==> src/rtl/mse_pkg.sv <==
// Shared types, scancode constants and opcode codes for the modifier
// scancode emitter. No dependencies; every other file imports this package.
package mse_pkg;

    // Opcodes of an input item.
    localparam logic [3:0] OP_KEY          = 4'd0;
    localparam logic [3:0] OP_ALT          = 4'd1;
    localparam logic [3:0] OP_STICKY_ALT   = 4'd2;
    localparam logic [3:0] OP_SHIFT        = 4'd3;
    localparam logic [3:0] OP_STICKY_SHIFT = 4'd4;
    localparam logic [3:0] OP_CTRL         = 4'd5;
    localparam logic [3:0] OP_STICKY_CTRL  = 4'd6;
    localparam logic [3:0] OP_RESET        = 4'd7;
    localparam logic [3:0] OP_HELP         = 4'd8;

    // Scancode bytes.
    localparam logic [7:0] SC_SHIFT = 8'h2A;
    localparam logic [7:0] SC_CTRL  = 8'h1D;
    localparam logic [7:0] SC_ALT   = 8'h38;
    localparam logic [7:0] SC_EXT   = 8'hE0;
    localparam logic [7:0] SC_BREAK = 8'h80;

    // Modifier positions in the one-shot and sticky flag vectors.
    localparam int unsigned MOD_SHIFT = 0;
    localparam int unsigned MOD_CTRL  = 1;
    localparam int unsigned MOD_ALT   = 2;
    localparam int unsigned NUM_MODS  = 3;

    // Byte slots of one job, sent lowest first.
    localparam int unsigned NUM_SLOTS = 9;
    localparam int unsigned SLOT_SCAN = 4;

    // Default depth of the job queue between front and back.
    localparam int unsigned JOB_DEPTH_DEFAULT = 2;

    typedef struct packed {
        logic [3:0] opcode;
        logic [7:0] key_scan;
        logic [7:0] key_ascii;
        logic       want_shift;
        logic       want_ctrl;
        logic       want_alt;
    } t_in_item;

    typedef struct packed {
        logic [7:0] scan_byte;
        logic       last_byte;
    } t_out_item;

    // One job: which byte slots are to be sent, and how slots map to bytes.
    // In key order the slots are shift/ctrl/alt make, E0, scan, scan break,
    // shift/ctrl/alt break. In release order slots 0 to 2 are ctrl, shift
    // and alt break. A single byte travels in the scan slot.
    typedef struct packed {
        logic                 rel_order;
        logic [NUM_SLOTS-1:0] slots;
        logic [7:0]           scan;
    } t_job;

    typedef struct packed {
        logic valid;
        t_job job;
    } t_job_req;

endpackage

==> src/rtl/mse_front.sv <==
// Front part: decodes an accepted item, keeps the modifier and help flags,
// and turns the item into a byte job. Depends on mse_pkg.
module mse_front (
    input  logic              i_clk,
    input  logic              i_rst_n,
    input  logic              i_accept,
    input  mse_pkg::t_in_item i_item,
    output mse_pkg::t_job_req o_job_req
);
    import mse_pkg::*;

    logic [NUM_MODS-1:0] r_one_shot, n_one_shot;
    logic [NUM_MODS-1:0] r_sticky, n_sticky;
    logic                r_help, n_help;

    logic [NUM_MODS-1:0] want;
    logic [NUM_MODS-1:0] wrap;
    logic                op_valid;
    logic                cmd;
    logic [1:0]          cmd_mod;
    logic                cmd_sticky;
    logic [7:0]          cmd_code;

    assign want     = {i_item.want_alt, i_item.want_ctrl, i_item.want_shift};
    assign wrap     = (want | r_one_shot) & ~r_sticky;
    assign op_valid = i_item.opcode inside {[OP_KEY:OP_HELP]};

    // Make code of the modifier that a command names.
    always_comb begin
        case (cmd_mod)
            2'(MOD_SHIFT): cmd_code = SC_SHIFT;
            2'(MOD_CTRL):  cmd_code = SC_CTRL;
            2'(MOD_ALT):   cmd_code = SC_ALT;
            default:       cmd_code = SC_SHIFT;
        endcase
    end

    // Decode the item, work out the next flags and the job.
    always_comb begin
        n_one_shot = r_one_shot;
        n_sticky   = r_sticky;
        n_help     = r_help;
        o_job_req  = '0;
        cmd        = 1'b0;
        cmd_mod    = 2'(MOD_SHIFT);
        cmd_sticky = 1'b0;

        if (i_accept && op_valid) begin
            if (r_help) begin
                // The event after help is swallowed.
                n_help = 1'b0;
            end else begin
                case (i_item.opcode)
                    OP_KEY: begin
                        o_job_req.valid         = 1'b1;
                        o_job_req.job.rel_order = 1'b0;
                        o_job_req.job.slots     = {wrap, 2'b11,
                                                   i_item.key_ascii == SC_EXT, wrap};
                        o_job_req.job.scan      = i_item.key_scan;
                        n_one_shot              = r_one_shot & ~wrap;
                    end
                    OP_ALT: begin
                        cmd     = 1'b1;
                        cmd_mod = 2'(MOD_ALT);
                    end
                    OP_STICKY_ALT: begin
                        cmd        = 1'b1;
                        cmd_mod    = 2'(MOD_ALT);
                        cmd_sticky = 1'b1;
                    end
                    OP_SHIFT: begin
                        cmd     = 1'b1;
                        cmd_mod = 2'(MOD_SHIFT);
                    end
                    OP_STICKY_SHIFT: begin
                        cmd        = 1'b1;
                        cmd_mod    = 2'(MOD_SHIFT);
                        cmd_sticky = 1'b1;
                    end
                    OP_CTRL: begin
                        cmd     = 1'b1;
                        cmd_mod = 2'(MOD_CTRL);
                    end
                    OP_STICKY_CTRL: begin
                        cmd        = 1'b1;
                        cmd_mod    = 2'(MOD_CTRL);
                        cmd_sticky = 1'b1;
                    end
                    OP_RESET: begin
                        o_job_req.valid         = |r_sticky;
                        o_job_req.job.rel_order = 1'b1;
                        o_job_req.job.slots     = {6'b0, r_sticky[MOD_ALT],
                                                   r_sticky[MOD_SHIFT], r_sticky[MOD_CTRL]};
                        o_job_req.job.scan      = '0;
                        n_one_shot              = '0;
                        n_sticky                = '0;
                    end
                    OP_HELP: begin
                        n_help = 1'b1;
                    end
                    default: begin
                    end
                endcase

                // Modifier commands: release a sticky modifier, latch a sticky
                // one, or arm the one-shot flag.
                if (cmd) begin
                    if (r_sticky[cmd_mod]) begin
                        n_sticky[cmd_mod]               = 1'b0;
                        o_job_req.valid                 = 1'b1;
                        o_job_req.job.slots[SLOT_SCAN]  = 1'b1;
                        o_job_req.job.scan              = cmd_code | SC_BREAK;
                    end else if (cmd_sticky) begin
                        n_sticky[cmd_mod]               = 1'b1;
                        o_job_req.valid                 = 1'b1;
                        o_job_req.job.slots[SLOT_SCAN]  = 1'b1;
                        o_job_req.job.scan              = cmd_code;
                    end else begin
                        n_one_shot[cmd_mod] = 1'b1;
                    end
                end
            end
        end
    end

    // Flag registers.
    always_ff @(posedge i_clk) begin
        if (!i_rst_n) begin
            r_one_shot <= '0;
            r_sticky   <= '0;
            r_help     <= 1'b0;
        end else begin
            r_one_shot <= n_one_shot;
            r_sticky   <= n_sticky;
            r_help     <= n_help;
        end
    end

endmodule

==> src/rtl/mse_job_queue.sv <==
// Short register queue of byte jobs between the front and the back part.
// Depends on mse_pkg.
module mse_job_queue #(
    parameter int unsigned DEPTH = mse_pkg::JOB_DEPTH_DEFAULT
) (
    input  logic              i_clk,
    input  logic              i_rst_n,
    input  mse_pkg::t_job_req i_push_req,
    input  logic              i_pop,
    output logic              o_full,
    output logic              o_valid,
    output mse_pkg::t_job     o_job
);
    import mse_pkg::*;

    localparam int unsigned PTR_W = (DEPTH > 1) ? $clog2(DEPTH) : 1;
    localparam int unsigned CNT_W = $clog2(DEPTH + 1);
    localparam logic [PTR_W-1:0] LAST_PTR = PTR_W'(DEPTH - 1);

    t_job             r_mem [DEPTH];
    logic [PTR_W-1:0] r_wr_ptr, n_wr_ptr;
    logic [PTR_W-1:0] r_rd_ptr, n_rd_ptr;
    logic [CNT_W-1:0] r_count, n_count;
    logic             do_push, do_pop;

    assign o_full  = r_count == CNT_W'(DEPTH);
    assign o_valid = r_count != '0;
    assign o_job   = r_mem[r_rd_ptr];
    assign do_push = i_push_req.valid && !o_full;
    assign do_pop  = i_pop && o_valid;

    // Pointer and count update, wrapping at the queue depth.
    always_comb begin
        n_wr_ptr = r_wr_ptr;
        n_rd_ptr = r_rd_ptr;
        n_count  = r_count;
        if (do_push) begin
            n_wr_ptr = (r_wr_ptr == LAST_PTR) ? '0 : r_wr_ptr + PTR_W'(1);
        end
        if (do_pop) begin
            n_rd_ptr = (r_rd_ptr == LAST_PTR) ? '0 : r_rd_ptr + PTR_W'(1);
        end
        case ({do_push, do_pop})
            2'b10:   n_count = r_count + CNT_W'(1);
            2'b01:   n_count = r_count - CNT_W'(1);
            default: n_count = r_count;
        endcase
    end

    always_ff @(posedge i_clk) begin
        if (!i_rst_n) begin
            r_wr_ptr <= '0;
            r_rd_ptr <= '0;
            r_count  <= '0;
        end else begin
            r_wr_ptr <= n_wr_ptr;
            r_rd_ptr <= n_rd_ptr;
            r_count  <= n_count;
        end
    end

    // Job storage needs no reset.
    always_ff @(posedge i_clk) begin
        if (do_push) begin
            r_mem[r_wr_ptr] <= i_push_req.job;
        end
    end

endmodule

==> src/rtl/mse_back.sv <==
// Back part: walks the byte slots of one job at a time and sends one
// scancode byte per cycle into the result register while that register is free or popped. Depends on mse_pkg.
module mse_back (
    input  logic               i_clk,
    input  logic               i_rst_n,
    input  logic               i_job_valid,
    input  mse_pkg::t_job      i_job,
    output logic               o_job_pop,
    input  logic               i_pop,
    output logic               o_empty,
    output mse_pkg::t_out_item o_result
);
    import mse_pkg::*;

    logic [NUM_SLOTS-1:0] r_mask;
    logic                 r_rel_order;
    logic [7:0]           r_scan;
    logic                 r_out_valid;
    t_out_item            r_out;

    logic [7:0]           slot_byte [NUM_SLOTS];
    logic [NUM_SLOTS-1:0] low_bit;
    logic [NUM_SLOTS-1:0] rest;
    logic [7:0]           sel_byte;
    logic                 out_ready;
    logic                 emit;
    logic                 load;

    assign out_ready = !r_out_valid || i_pop;
    assign low_bit   = r_mask & (~r_mask + NUM_SLOTS'(1));
    assign rest      = r_mask & ~low_bit;
    assign emit      = out_ready && (r_mask != '0);
    assign load      = i_job_valid && ((r_mask == '0) || (emit && (rest == '0)));
    assign o_job_pop = load;
    assign o_empty   = !r_out_valid;
    assign o_result  = r_out;

    // Byte carried by each slot of the current job.
    always_comb begin
        slot_byte[0] = r_rel_order ? (SC_CTRL | SC_BREAK)  : SC_SHIFT;
        slot_byte[1] = r_rel_order ? (SC_SHIFT | SC_BREAK) : SC_CTRL;
        slot_byte[2] = r_rel_order ? (SC_ALT | SC_BREAK)   : SC_ALT;
        slot_byte[3] = SC_EXT;
        slot_byte[4] = r_scan;
        slot_byte[5] = r_scan | SC_BREAK;
        slot_byte[6] = SC_SHIFT | SC_BREAK;
        slot_byte[7] = SC_CTRL | SC_BREAK;
        slot_byte[8] = SC_ALT | SC_BREAK;
    end

    // Pick the byte of the lowest pending slot.
    always_comb begin
        sel_byte = '0;
        for (int i = 0; i < NUM_SLOTS; i++) begin
            sel_byte = sel_byte | (low_bit[i] ? slot_byte[i] : 8'h00);
        end
    end

    // Slot mask and result register valid.
    always_ff @(posedge i_clk) begin
        if (!i_rst_n) begin
            r_mask      <= '0;
            r_out_valid <= 1'b0;
        end else begin
            if (load) begin
                r_mask <= i_job.slots;
            end else if (emit) begin
                r_mask <= rest;
            end
            if (emit) begin
                r_out_valid <= 1'b1;
            end else if (i_pop) begin
                r_out_valid <= 1'b0;
            end
        end
    end

    // Job payload and result byte.
    always_ff @(posedge i_clk) begin
        if (load) begin
            r_rel_order <= i_job.rel_order;
            r_scan      <= i_job.scan;
        end
        if (emit) begin
            r_out.scan_byte <= sel_byte;
            r_out.last_byte <= rest == '0;
        end
    end

endmodule

==> src/rtl/modifier_scancode_emitter.sv <==
// Modifier scancode emitter: turns key events and modifier commands into
// keyboard scancode bytes. Depends on mse_pkg, mse_front, mse_job_queue, mse_back.
//
// Usage:
//   Input channel: an item transfers at a clock edge with push high and
//   full low. The front decodes it in that same cycle, updates the one-shot,
//   sticky and help flags, and writes a byte job into the job queue.
//   Result channel: while empty is low the oldest byte is on o_result; it
//   transfers at a clock edge with pop high. last_byte marks the final byte
//   caused by one input item. Items that cause no bytes leave no job.
//   Path: an item's job passes the job queue and the back part's slot mask
//   on its way to the result register.
//   Throughput: the back part sends one byte per cycle while jobs wait and pop
//   keeps the result register free; an item has one to nine bytes, and a key
//   event with all three modifiers and the E0 prefix has nine. full rises when
//   the job queue (JOB_DEPTH jobs) is full.
//   A receiver that holds pop low stalls the back part; the front keeps
//   taking items until the job queue fills.
//   Reset clears all flags, the job queue and the result register.
module modifier_scancode_emitter #(
    parameter int unsigned JOB_DEPTH = mse_pkg::JOB_DEPTH_DEFAULT
) (
    input  logic               i_clk,
    input  logic               i_rst_n,
    input  logic               push,
    output logic               full,
    input  mse_pkg::t_in_item  i_item,
    output logic               empty,
    input  logic               pop,
    output mse_pkg::t_out_item o_result
);
    import mse_pkg::*;

    t_job_req job_req;
    logic     accept;
    logic     job_valid;
    t_job     job_head;
    logic     job_pop;

    assign accept = push && !full;

    // Decode and flag keeping.
    mse_front u_front (
        .i_clk     (i_clk),
        .i_rst_n   (i_rst_n),
        .i_accept  (accept),
        .i_item    (i_item),
        .o_job_req (job_req)
    );

    // Job queue between the two parts.
    mse_job_queue #(
        .DEPTH (JOB_DEPTH)
    ) u_queue (
        .i_clk      (i_clk),
        .i_rst_n    (i_rst_n),
        .i_push_req (job_req),
        .i_pop      (job_pop),
        .o_full     (full),
        .o_valid    (job_valid),
        .o_job      (job_head)
    );

    // Byte sequencer and result register.
    mse_back u_back (
        .i_clk       (i_clk),
        .i_rst_n     (i_rst_n),
        .i_job_valid (job_valid),
        .i_job       (job_head),
        .o_job_pop   (job_pop),
        .i_pop       (pop),
        .o_empty     (empty),
        .o_result    (o_result)
    );

endmodule

==> config.mk <==
export PLATFORM = sky130hd
export DESIGN_NAME = modifier_scancode_emitter
export DESIGN_NICKNAME = d
export VERILOG_FILES = /design/src/rtl/mse_pkg.sv /design/src/rtl/mse_front.sv /design/src/rtl/mse_job_queue.sv /design/src/rtl/mse_back.sv /design/src/rtl/modifier_scancode_emitter.sv
export SDC_FILE = /design/constraint.sdc
export NUM_CORES = 1
export LEC_CHECK = 0
export BUFFER_PORTS_ARGS = -buffer_cell sky130_fd_sc_hd__buf_2
export CELL_PAD_IN_SITES_DETAIL_PLACEMENT = 1
export CELL_PAD_IN_SITES_GLOBAL_PLACEMENT = 1
export CORE_UTILIZATION = 34
export CTS_BUF_LIST = sky130_fd_sc_hd__clkbuf_8
export DETAILED_ROUTE_END_ITERATION = 8
export MAX_ROUTING_LAYER = met4
export PLACE_DENSITY = 0.67
export SETUP_SLACK_MARGIN = 0.5
export SYNTH_ARGS = -nofsm -noshare
export SYNTH_HDL_FRONTEND = slang
export SYNTH_SLANG_ARGS = --single-unit
==> constraint.sdc <==
create_clock -name i_clk -period 4.6 [get_ports i_clk]
set_input_delay 0.92 -clock i_clk [delete_from_list [all_inputs] [get_ports i_clk]]
set_output_delay 0.92 -clock i_clk [all_outputs]
set_load 0.03 [all_outputs]
==> metrics.txt, run 1 <==
fin crit period ~3 ns; Final Max Tran Viols 0; clock-pin slew on the worst setup and hold paths 0.08 ns; Post-synth EDFFs 54; CP Cell Sequence buf_2 -> nor2b_1 -> maj3_1 -> o211a_1 -> or2_1 -> inv_1 -> ha_1 -> or3_1 -> a21boi_0; worst vdd ir roughly 0.26 mV; Pleak 1.556 nW; critical-path cell with the highest stage delay or2_1; Clock Sinks 76; crit-path max cell delay about 0.46 ns; achievable clock frequency 340.0 MHz; final worst path period share 63.93%; outcome finished clean; Synth Warn # 0; Internal 1.553 mW; largest net degree at the start of global routing 30; critical-path maximum fanout 11; part of the power in the clock network 19.4%; PD cells about 600 nW/µm²; sw power 0.9586 mW; Yosys cell types 61; final net count 397; Area Overhead vs Synth 12.11%; post-route ant nets 0; WHS 0.5382 ns; setup ws final between 1.5 and 2 ns; routed via count 2657; layout cell share with drive strength beyond 1 23.39%; final wirelength 8523 µm; DRC Markers 0; vias in the first global route 2781; Worst Tran Pin Value 0.8355 ns; Global Route Usage Sum 16.59%; Max Buffers Root-to-Sink 2; GP Congestion 0.8049; DIE AREA 11390 µm²; switching share of power roughly two fifths; register bit total from synthesis 76; first-pass GRT wire length 14110 µm; post-layout util 39.95%; post-cts sizing count 0; # rows 37; Core Footprint around 10000 µm²; DR vias/cell 5.230; drt wl/cell 16.78 µm; CP arrival 3.20 ns; Max Cap Viol 0; sequential share of power 44.1%; endpoints failing hold 0; CTS tree yes; Gate power share between 30 and 40%; Clock Latency Late Sink around 0.34 ns; CP Capture Type flop; TritonCTS buffer count 9; cts hold-fix bufs 0; initial antenna violation count 0; Post-Route Setup TNS 0 ns; First DRT Iteration DRCs 78; total grt overflow 0; Initial Utilization 35.64%; Req. time, crit path roughly 4.9 ns; Post-Syn Area 3729 µm²; Die Ht between 100 and 150 µm; postcts setup bufs 0; Seq/Total Area, Yosys between 50% and 60%; clk_skew roughly 0.010 ns; CTS root buf clkbuf_8; top_reg_cell synth edfxtp_1; I/O pins 38; leading cell type in the layout, fill and taps excluded edfxtp_1; relative slew slack between 40 and 50%; post-synthesis net count around 370; n_diodes 0; Die W about 110 µm; DP Worst Slack about 1.3 ns; Fill cells 1181; RSZ-0062 raised after global routing false; CP Class in -> reg; post-synthesis instance total 341; most frequent cells in the layout edfxtp_1 (54), buf_2 (37), nand2_1 (31); Hold Crit Class reg -> reg; H-tree level count 3; critical path launch point type input pin; # setup viols final 0; Port Buffers 37; fraction of registers with async set/reset 0%; syn_area_per_cell approximately 11 µm²; total iterations of the first detailed-routing run 4; HPWL after detailed placement 6153 µm
per-layer routing:
| metal | part of all wire, % | global-route usage, % | vias to the layer above |
|---|---|---|---|
| met5 | 0 | - | - |
| met4 | 1.7 | 5.675 | 0 |
| met3 | 2.8 | 3.891 | 13 |
| met2 | 51 | 28.57 | 44 |
| met1 | 44 | 18.94 | 1289 |
| li1 | - | - | 1311 |
cell usage after synthesis (all sizes together), types with 5 or more instances:
master / number / area share (%)
o21ai: 23 / 3.9
mux2: 18 / 5.4
clkbuf: 16 / 1.6
nand2: 31 / 3.1
nor2b: 7 / 1.2
nand2b: 6 / 1.0
nand3: 10 / 1.3
nor2: 22 / 2.3
o211ai: 6 / 1.2
a21o: 6 / 1.2
edfxtp: 54 / 43
buf: 9 / 1.5
nor3: 12 / 1.7
o21a: 7 / 1.4
inv: 12 / 1.2
a21oi: 16 / 2.1
a31oi: 6 / 1.0
or3: 5 / 0.84
dfxtp: 22 / 12
metrics by stage:
| step | total power [mW] | cell area (µm²) | cells |
|---|---|---|---|
| global route | 2.676 | 4180 | 508 |
| finish | 2.512 | 4180 | 508 |
| detailed placement | 2.048 | 3989 | 492 |
| floorplan | 1.808 | 3729 | 341 |
| global placement | 1.999 | 3989 | 492 |
| CTS | 2.549 | 4180 | 508 |
flip-flops by register name, summed over array words and instances, names as in the netlist, 2 cells and up, named ones only:
register,flops
u_front.r_sticky,3
u_queue.r_mem,36
u_back.r_mask,9
u_front.r_one_shot,3
u_queue.r_count,2
u_back.o_result,9
u_back.r_scan,8
worst max-delay path: cells and delay by family:
family          cells  cell delay, ns
compound gates      2            0.37
fa+ha+maj           2            0.59
simple gates        3            1.13
buf+inv             2            0.20
area by class of cell:
cell class / instances / area (µm²) / area share, %
inverter: 12 / 45.04 / 1.078
clock inverter: 7 / 67.56 / 1.616
multi-input combinational: 228 / 1504 / 35.98
tap: 136 / 170.2 / 4.071
clock buffer: 9 / 123.9 / 2.963
sequential: 76 / 2062 / 49.33
timing repair buffer: 40 / 207.7 / 4.969
power groups by stage:
stage	sequential (mW)	combinational, mW	clock, mW
floorplan	1.11	0.702	0
global placement	1.11	0.887	0
detailed placement	1.13	0.921	0
CTS	1.11	0.927	0.509
global route	1.13	1.01	0.532
finish	1.11	0.916	0.488
logic make-up (layout without fill, tap and decap cells):
group | Yosys count | after routing | synth area share [%]
flip-flops | 76 | 76 | 55.30
adder cells (fa/ha/maj) | 5 | 5 | 1.544
XOR/XNOR | 3 | 3 | 0.7048
AND/OR/NAND/NOR | 113 | 113 | 15.77
buffers and inverters | 37 | 68 | 4.363
AO/OA/AOI/OAI | 88 | 88 | 16.61
multiplexers | 19 | 19 | 5.705
worst paths after layout:
check	to	slack (ns)	cells past startpoint	from
worst max register to register	u_queue.r_count[1]	1.90	8	u_back.r_mask[2]
worst min register to register	u_back.o_result[3]	0.54	1	u_back.r_scan[2]
worst max-delay path	u_queue.r_count[1]	1.66	9	pop
worst min-delay path	u_back.o_result[3]	0.54	1	u_back.r_scan[2]
Power figures use the tool's default switching activity.
==> run 2, diff against run 1 <==
--- a/config.mk
+++ b/config.mk
@@ -5,6 +5,7 @@
 export SDC_FILE = /design/constraint.sdc
 export NUM_CORES = 1
 export LEC_CHECK = 0
+export ABC_AREA = 1
 export BUFFER_PORTS_ARGS = -buffer_cell sky130_fd_sc_hd__buf_2
 export CELL_PAD_IN_SITES_DETAIL_PLACEMENT = 1
 export CELL_PAD_IN_SITES_GLOBAL_PLACEMENT = 1
@@ -12,7 +13,7 @@
 export CTS_BUF_LIST = sky130_fd_sc_hd__clkbuf_8
 export DETAILED_ROUTE_END_ITERATION = 8
 export MAX_ROUTING_LAYER = met4
-export PLACE_DENSITY = 0.67
+export PLACE_DENSITY = 0.7
 export SETUP_SLACK_MARGIN = 0.5
 export SYNTH_ARGS = -nofsm -noshare
 export SYNTH_HDL_FRONTEND = slang
==> constraint.sdc (replaced) <==
create_clock -name i_clk -period 2.5 [get_ports i_clk]
set_input_delay 0.5 -clock i_clk [delete_from_list [all_inputs] [get_ports i_clk]]
set_output_delay 0.5 -clock i_clk [all_outputs]
set_load 0.03 [all_outputs]
==> metrics.txt, run 2 <==
reg2reg start u_back.r_mask[1]; Seq/Total Area, Yosys 58.52% (+3.2 points); total iterations of the first detailed-routing run 4 (unchanged); layout cell share with drive strength beyond 1 31.53% (+8.1 points); fin cells 558 (+9.8%); Post-synth EDFFs 54 (unchanged); Final Max Tran Viols 0 (unchanged); critical-path maximum fanout 4 (-7); PD cells 1188 nW/µm² (+98%); Core Footprint 9910 µm² (-5.3%); fin area 4364 µm² (+4.4%); DR vias/cell 4.839 (-7.5%); Global Route Usage Sum 16.18% (-0.41 points); commonest cells in the synthesized netlist nand2_1 (62), edfxtp_1 (54), nor2_1 (42); cell with the most instances after synthesis nand2_1; DIE AREA 10770 µm² (-5.4%); largest net degree at the start of global routing 19 (-37%); RR Endpoint u_queue.r_count[1]; sequential share of power 36.9% (-7.2 points); final worst path period share 79.00%; post-synthesis instance total 358 (+5.0%); CTS tree yes; most frequent cells in the layout nand2_1 (56), edfxtp_1 (54), inv_1 (39); Yosys cell types 31 (-49%); hold path cells 2 (+1); Max Cap Viol 0 (unchanged); CP Capture Type flop; initial antenna violation count 0 (unchanged); clock-pin slew on the worst setup and hold paths 0.08 ns (about the same); # setup viols final 0 (unchanged); GP Congestion 0.8744 (+8.6%); DP Worst Slack 0.1007 ns (-1.159 ns); RSZ-0062 raised after global routing true; Most flops, register u_queue.r_mem; Initial Utilization 35.56% (-0.082 points); achievable clock frequency 506.3 MHz; n_diodes 0 (unchanged); leading cell type in the layout, fill and taps excluded nand2_1; fin crit period ~2.0 ns; Post-Syn Area 3523 µm² (-5.5%); placed cell areas 3989 µm² (unchanged); Inst Count DP 528 (+7.3%); Yosys top cell area share 46.02% (+2.5 points); sw power 2.142 mW (+120%); R2R depth 14 (+6); H-tree level count 3 (unchanged); Die Ht 103.8 µm (-2.7%); Max Buffers Root-to-Sink 2 (unchanged); post-synthesis net count 388 (+4.6%); Area Overhead vs Synth 23.86%; relative slew slack 47.95% (+3.6 points); drt wl/cell 14.60 µm (-13%); switching share of power 41.33% (+3.2 points); routed via count 2700 (+1.6%); max reg flops 36 (unchanged); syn_area_per_cell 9.842 µm² (-10%); post-layout util 44.04% (+4.1 points); HPWL after detailed placement 5957 µm (-3.2%); outcome finished clean; I/O pins 38 (unchanged); vias in the first global route 2810 (+1.0%); Pleak 1.754 nW (+13%); Port Buffers 37 (unchanged); worst vdd ir 0.8297 mV (+220%); final wirelength 8148 µm (-4.4%); CP arrival 2.20 ns (-1.00 ns); final net count 450 (+13%); post-route ant nets 0 (unchanged); Clock Latency Late Sink 0.34 ns (about the same); cell taking the most area after synthesis edfxtp_1; setup ws final 0.5249 ns (-1.134 ns); endpoints failing hold 0 (unchanged); Req. time, crit path 2.73 ns (-2.13 ns); CTS root buf clkbuf_8; Post-Route Setup TNS 0 ns (unchanged); TritonCTS buffer count 9 (unchanged); Worst Tran Pin Value 0.7797 ns (-0.05573 ns); DRC Markers 0 (unchanged); reg2reg setup slack 0.53 ns (-1.37 ns); fraction of registers with async set/reset 0% (unchanged); clk_skew 0.01465 ns (+0.004400 ns); Hold Crit Class reg -> reg; register bit total from synthesis 76 (unchanged); total grt overflow 0 (unchanged); top_reg_cell synth edfxtp_1; critical path launch point type input pin; Gate power share 47.6% (+11 points); Synth area leaders edfxtp_1 (46%), dfxtp_1 (13%), nand2_1 (6.6%), mux2_2 (5.8%), nor2_1 (4.5%); Synth Warn # 0 (unchanged); CP Class in -> reg; # rows 36 (-2.7%); Internal 3.041 mW (+96%); Die W 103.8 µm (-2.7%); Hold Startpoint u_front.r_one_shot[2]; Hold Path End u_front.r_one_shot[2]; first-pass GRT wire length 13610 µm (-3.6%); Clock Sinks 76 (unchanged); First DRT Iteration DRCs 80 (+2.6%); part of the power in the clock network 15.5% (-3.9 points)
## run 2: changes by cell type after synthesis, sizes merged, moves of 7 or more
cell / delta
nand2: +37
a21oi: +7
nor3: -9
inv: +32
nor2b: -7
nand3: +16
clkbuf: -14
nor2: +28
## run 2: cells by family after synthesis
kind of cell             count (synthesis)  synth area share (%)
AO/OA/AOI/OAI                           57                 9.126
XOR/XNOR                                 1                0.2486
adder cells (fa/ha/maj)                  3                 1.065
buffers and inverters                   50                 5.398
flip-flops                              76                 58.52
multiplexers                            18                 5.753
AND/OR/NAND/NOR                        153                 19.89
## run 2: layout make-up
type / count / area, µm²
Clock buffer: 9 / 123.9
Clock inverter: 7 / 42.54
Fill cell: 1150 / 5545
Inverter: 45 / 181.4
Multi-Input combinational cell: 233 / 1431
Sequential cell: 76 / 2069
Tap cell: 133 / 166.4
Timing Repair Buffer: 55 / 349.1
## run 2: power groups by stage
stage / sequential [mW] / clock [mW] / combinational [mW]
finish: 1.91 / 0.803 / 2.47
global route: 1.95 / 0.868 / 2.71
CTS: 1.91 / 0.831 / 2.40
detailed placement: 1.94 / 0 / 2.00
global placement: 1.92 / 0 / 1.94
floorplan: 2.02 / 0 / 1.42
## run 2: worst max-delay path by stage
stage,from,end,depth (start not counted)
floorplan,i_item[19],u_queue.r_mem[0][1],12
global placement,i_item[21],u_queue.r_count[1],14
detailed placement,i_item[22],u_queue.r_count[1],13
CTS,u_queue.r_count[0],u_queue.r_count[1],10
global route,u_back.r_mask[3],u_queue.r_count[1],14
finish,i_item[21],u_queue.r_count[1],13
## run 2: timing repair
action	4_1_cts	5_1_grt
setup endpoints to repair	2	46
hold buffers	0	0
gates cloned	0	1
gates resized for setup	18	12
pin swaps	12	8
setup buffers	7	6
## run 2: stage by stage
| stage | power [mW] | hold WS [ns] |
|---|---|---|
| 2_1_floorplan | 3.437 | 0.4405 |
| 3_3_place_gp | 3.869 | 0.4502 |
| 3_5_place_dp | 3.935 | 0.4587 |
| 4_1_cts | 5.148 | 0.4538 |
| 5_1_grt | 5.528 | 0.4626 |
| 6_report | 5.183 | 0.4646 |
## run 2: per-layer routing
metal	up-vias	track usage [%]	routed length, µm
li1	1348	-	-
met1	1307	19.86	3812
met2	39	27.38	4099
met3	6	2.140	188
met4	0	5.612	48
met5	-	-	0
## run 2: worst max-delay path, cell delays in order
cell	delay, ns
buf_2	0.13
nor2_2	0.16
nand3_1	0.20
nor2_1	0.14
nor2_1	0.05
o21a_1	0.15
nand2_2	0.12
nand3_4	0.12
ha_4	0.28
a21oi_2	0.09
o21ai_1	0.08
o21ai_1	0.12
a21oi_1	0.05
==> run 3, diff against run 2 <==
==> constraint.sdc (replaced) <==
create_clock -name i_clk -period 1.65 [get_ports i_clk]
set_input_delay 0.33 -clock i_clk [delete_from_list [all_inputs] [get_ports i_clk]]
set_output_delay 0.33 -clock i_clk [all_outputs]
set_load 0.03 [all_outputs]
==> metrics.txt, run 3 (synthesis results as in run 2) <==
failing checks negative setup slack; total grt overflow 0 (unchanged); PD cells 1779 nW/µm² (+50%); H-tree level count 3 (unchanged); CP Class reg -> reg; RSZ-0062 raised after global routing true; max reg flops 36 (unchanged); achievable clock frequency 503.0 MHz; initial antenna violation count 0 (unchanged); DIE AREA 10770 µm² (unchanged); Clock Latency Late Sink 0.36 ns (+0.02 ns); final wirelength 10550 µm (+29%); CP arrival 2.23 ns (+0.03 ns); Die W 103.8 µm (unchanged); critical path launch point type flop; # setup viols final 68 (+68); final net count 523 (+16%); Area Overhead vs Synth 54.47%; Req. time, crit path 1.90 ns (-0.83 ns); Max Cap Viol 0 (unchanged); Fill cells 1078 (-6.3%); Final Max Tran Viols 0 (unchanged); first-pass GRT wire length 16480 µm (+21%); drt wl/cell 16.72 µm (+15%); Clock Sinks 76 (unchanged); Most flops, register u_queue.r_mem; leading cell type in the layout, fill and taps excluded buf_4; Port Buffers 37 (unchanged); First DRT Iteration DRCs 56 (-30%); fin crit period slightly below 2 ns; Core Footprint 9910 µm² (unchanged); worst vdd ir 1.278 mV (+54%); largest net degree at the start of global routing 19 (unchanged); post-route ant nets 0 (unchanged); layout cell share with drive strength beyond 1 54.82% (+23 points); TritonCTS buffer count 9 (unchanged); # rows 36 (unchanged); fin cells 631 (+13%); CTS tree yes; total iterations of the first detailed-routing run 4 (unchanged); CP Capture Type flop; post-layout util 54.92% (+11 points); clock-pin slew on the worst setup and hold paths 0.09 ns (about the same); vias in the first global route 3291 (+17%); HPWL after detailed placement 7077 µm (+19%); outcome complete, but fails checks; Global Route Usage Sum 20.54% (+4.4 points); WHS 0.2708 ns (-0.1938 ns); Initial Utilization 35.56% (unchanged); DRC Markers 0 (unchanged); cts hold-fix bufs 0 (unchanged); critical-path maximum fanout 7 (+3); most frequent cells in the layout buf_4 (77), edfxtp_1 (54), nand2_1 (48); Worst Tran Pin Value 0.7233 ns (-0.05641 ns); DR vias/cell 4.824 (-0.30%); n_diodes 0 (unchanged); final worst path period share 120.5%; Hold Crit Class in -> reg; endpoints failing hold 0 (unchanged); GP Congestion 0.8843 (+1.1%); Die Ht 103.8 µm (unchanged); clk_skew 0.01216 ns (-0.002491 ns); Pleak 2.229 nW (+27%); routed via count 3044 (+13%); Inst Count DP 586 (+11%); relative slew slack 51.27% (+3.3 points); setup ws final -0.3381 ns (-0.8630 ns); CTS root buf clkbuf_8; Max Buffers Root-to-Sink 2 (unchanged); I/O pins 38 (unchanged)
run 3: changes by cell type in the layout (fill, tap and decap cells not counted), moves of 8 or more:
cell	change
buf_4	+62
buf_6	+17
buf_2	-13
inv_1	-12
nand3_1	-9
nand3_2	+9
a21oi_1	-8
nand2_1	-8
run 3: final timing paths:
| kind | startpoint | endpoint | slack [ns] | depth (start not counted) |
|---|---|---|---|---|
| worst max register to register | u_back.r_mask[1] | u_queue.r_count[1] | -0.34 | 14 |
| worst min-delay path | i_rst_n | u_back.r_mask[8] | 0.27 | 3 |
| worst min register to register | u_front.r_one_shot[0] | u_front.r_one_shot[0] | 0.48 | 2 |
| worst max-delay path | u_back.r_mask[1] | u_queue.r_count[1] | -0.34 | 14 |
run 3: critical path, stage by stage, from the launching register on:
cell and delay [ns]:
dfxtp_2 0.34, nor2_4 0.26, nand2_4 0.11, nor2_4 0.18, nor2_2 0.06, nor2_2 0.12
nand3_4 0.09, nand2_4 0.08, nand2_4 0.06, inv_4 0.05, ha_4 0.20, a21oi_4 0.10
o21ai_2 0.07, o21ai_1 0.11, a21oi_1 0.05
run 3: report_power, final:
| part | switching, mW | internal (mW) | total, mW |
|---|---|---|---|
| Clock | 0.793 | 0.582 | 1.38 |
| Combinational | 2.91 | 2.52 | 5.43 |
| Sequential | 0.225 | 2.65 | 2.88 |
run 3: repair_timing:
action | CTS | global route
setup endpoints to repair | 141 | 141
gates resized for setup | 83 | 24
setup buffers | 19 | 7
pin swaps | 16 | 16
cloned | 2 | 1
run 3: area by class of cell:
| class | count | area (µm²) | share of cell area (%) |
|---|---|---|---|
| Sequential cell | 76 | 2078 | 38.18 |
| Multi-Input combinational cell | 232 | 1699 | 31.22 |
| Timing Repair inverter | 1 | 8.758 | 0.1609 |
| Tap cell | 133 | 166.4 | 3.057 |
| Inverter | 45 | 217.7 | 4.000 |
| Clock inverter | 7 | 65.06 | 1.195 |
| Clock buffer | 9 | 123.9 | 2.276 |
| Timing Repair Buffer | 128 | 1084 | 19.91 |
run 3: routing by layer:
| layer | routed length (µm) | part of all wire, % | global-route usage, % | vias up |
|---|---|---|---|---|
| li1 | - | - | - | 1505 |
| met1 | 4000 | 38 | 20.91 | 1461 |
| met2 | 5979 | 57 | 39.24 | 54 |
| met3 | 271 | 2.6 | 2.958 | 24 |
| met4 | 299 | 2.8 | 8.061 | 0 |
| met5 | 0 | 0 | - | - |
run 3: per-stage QoR:
step	power (mW)	area (µm²)	worst slack, ns	TNS [ns]
after floorplan	5.444	3821	-0.2794	-5.910
after global placement	6.798	4619	-0.3405	-17.18
after detailed placement	6.941	4619	-0.4022	-23.16
after CTS	9.009	5269	-0.3386	-3.301
after global routing	10.24	5443	-0.4584	-13.36
final	9.682	5443	-0.3381	-6.016
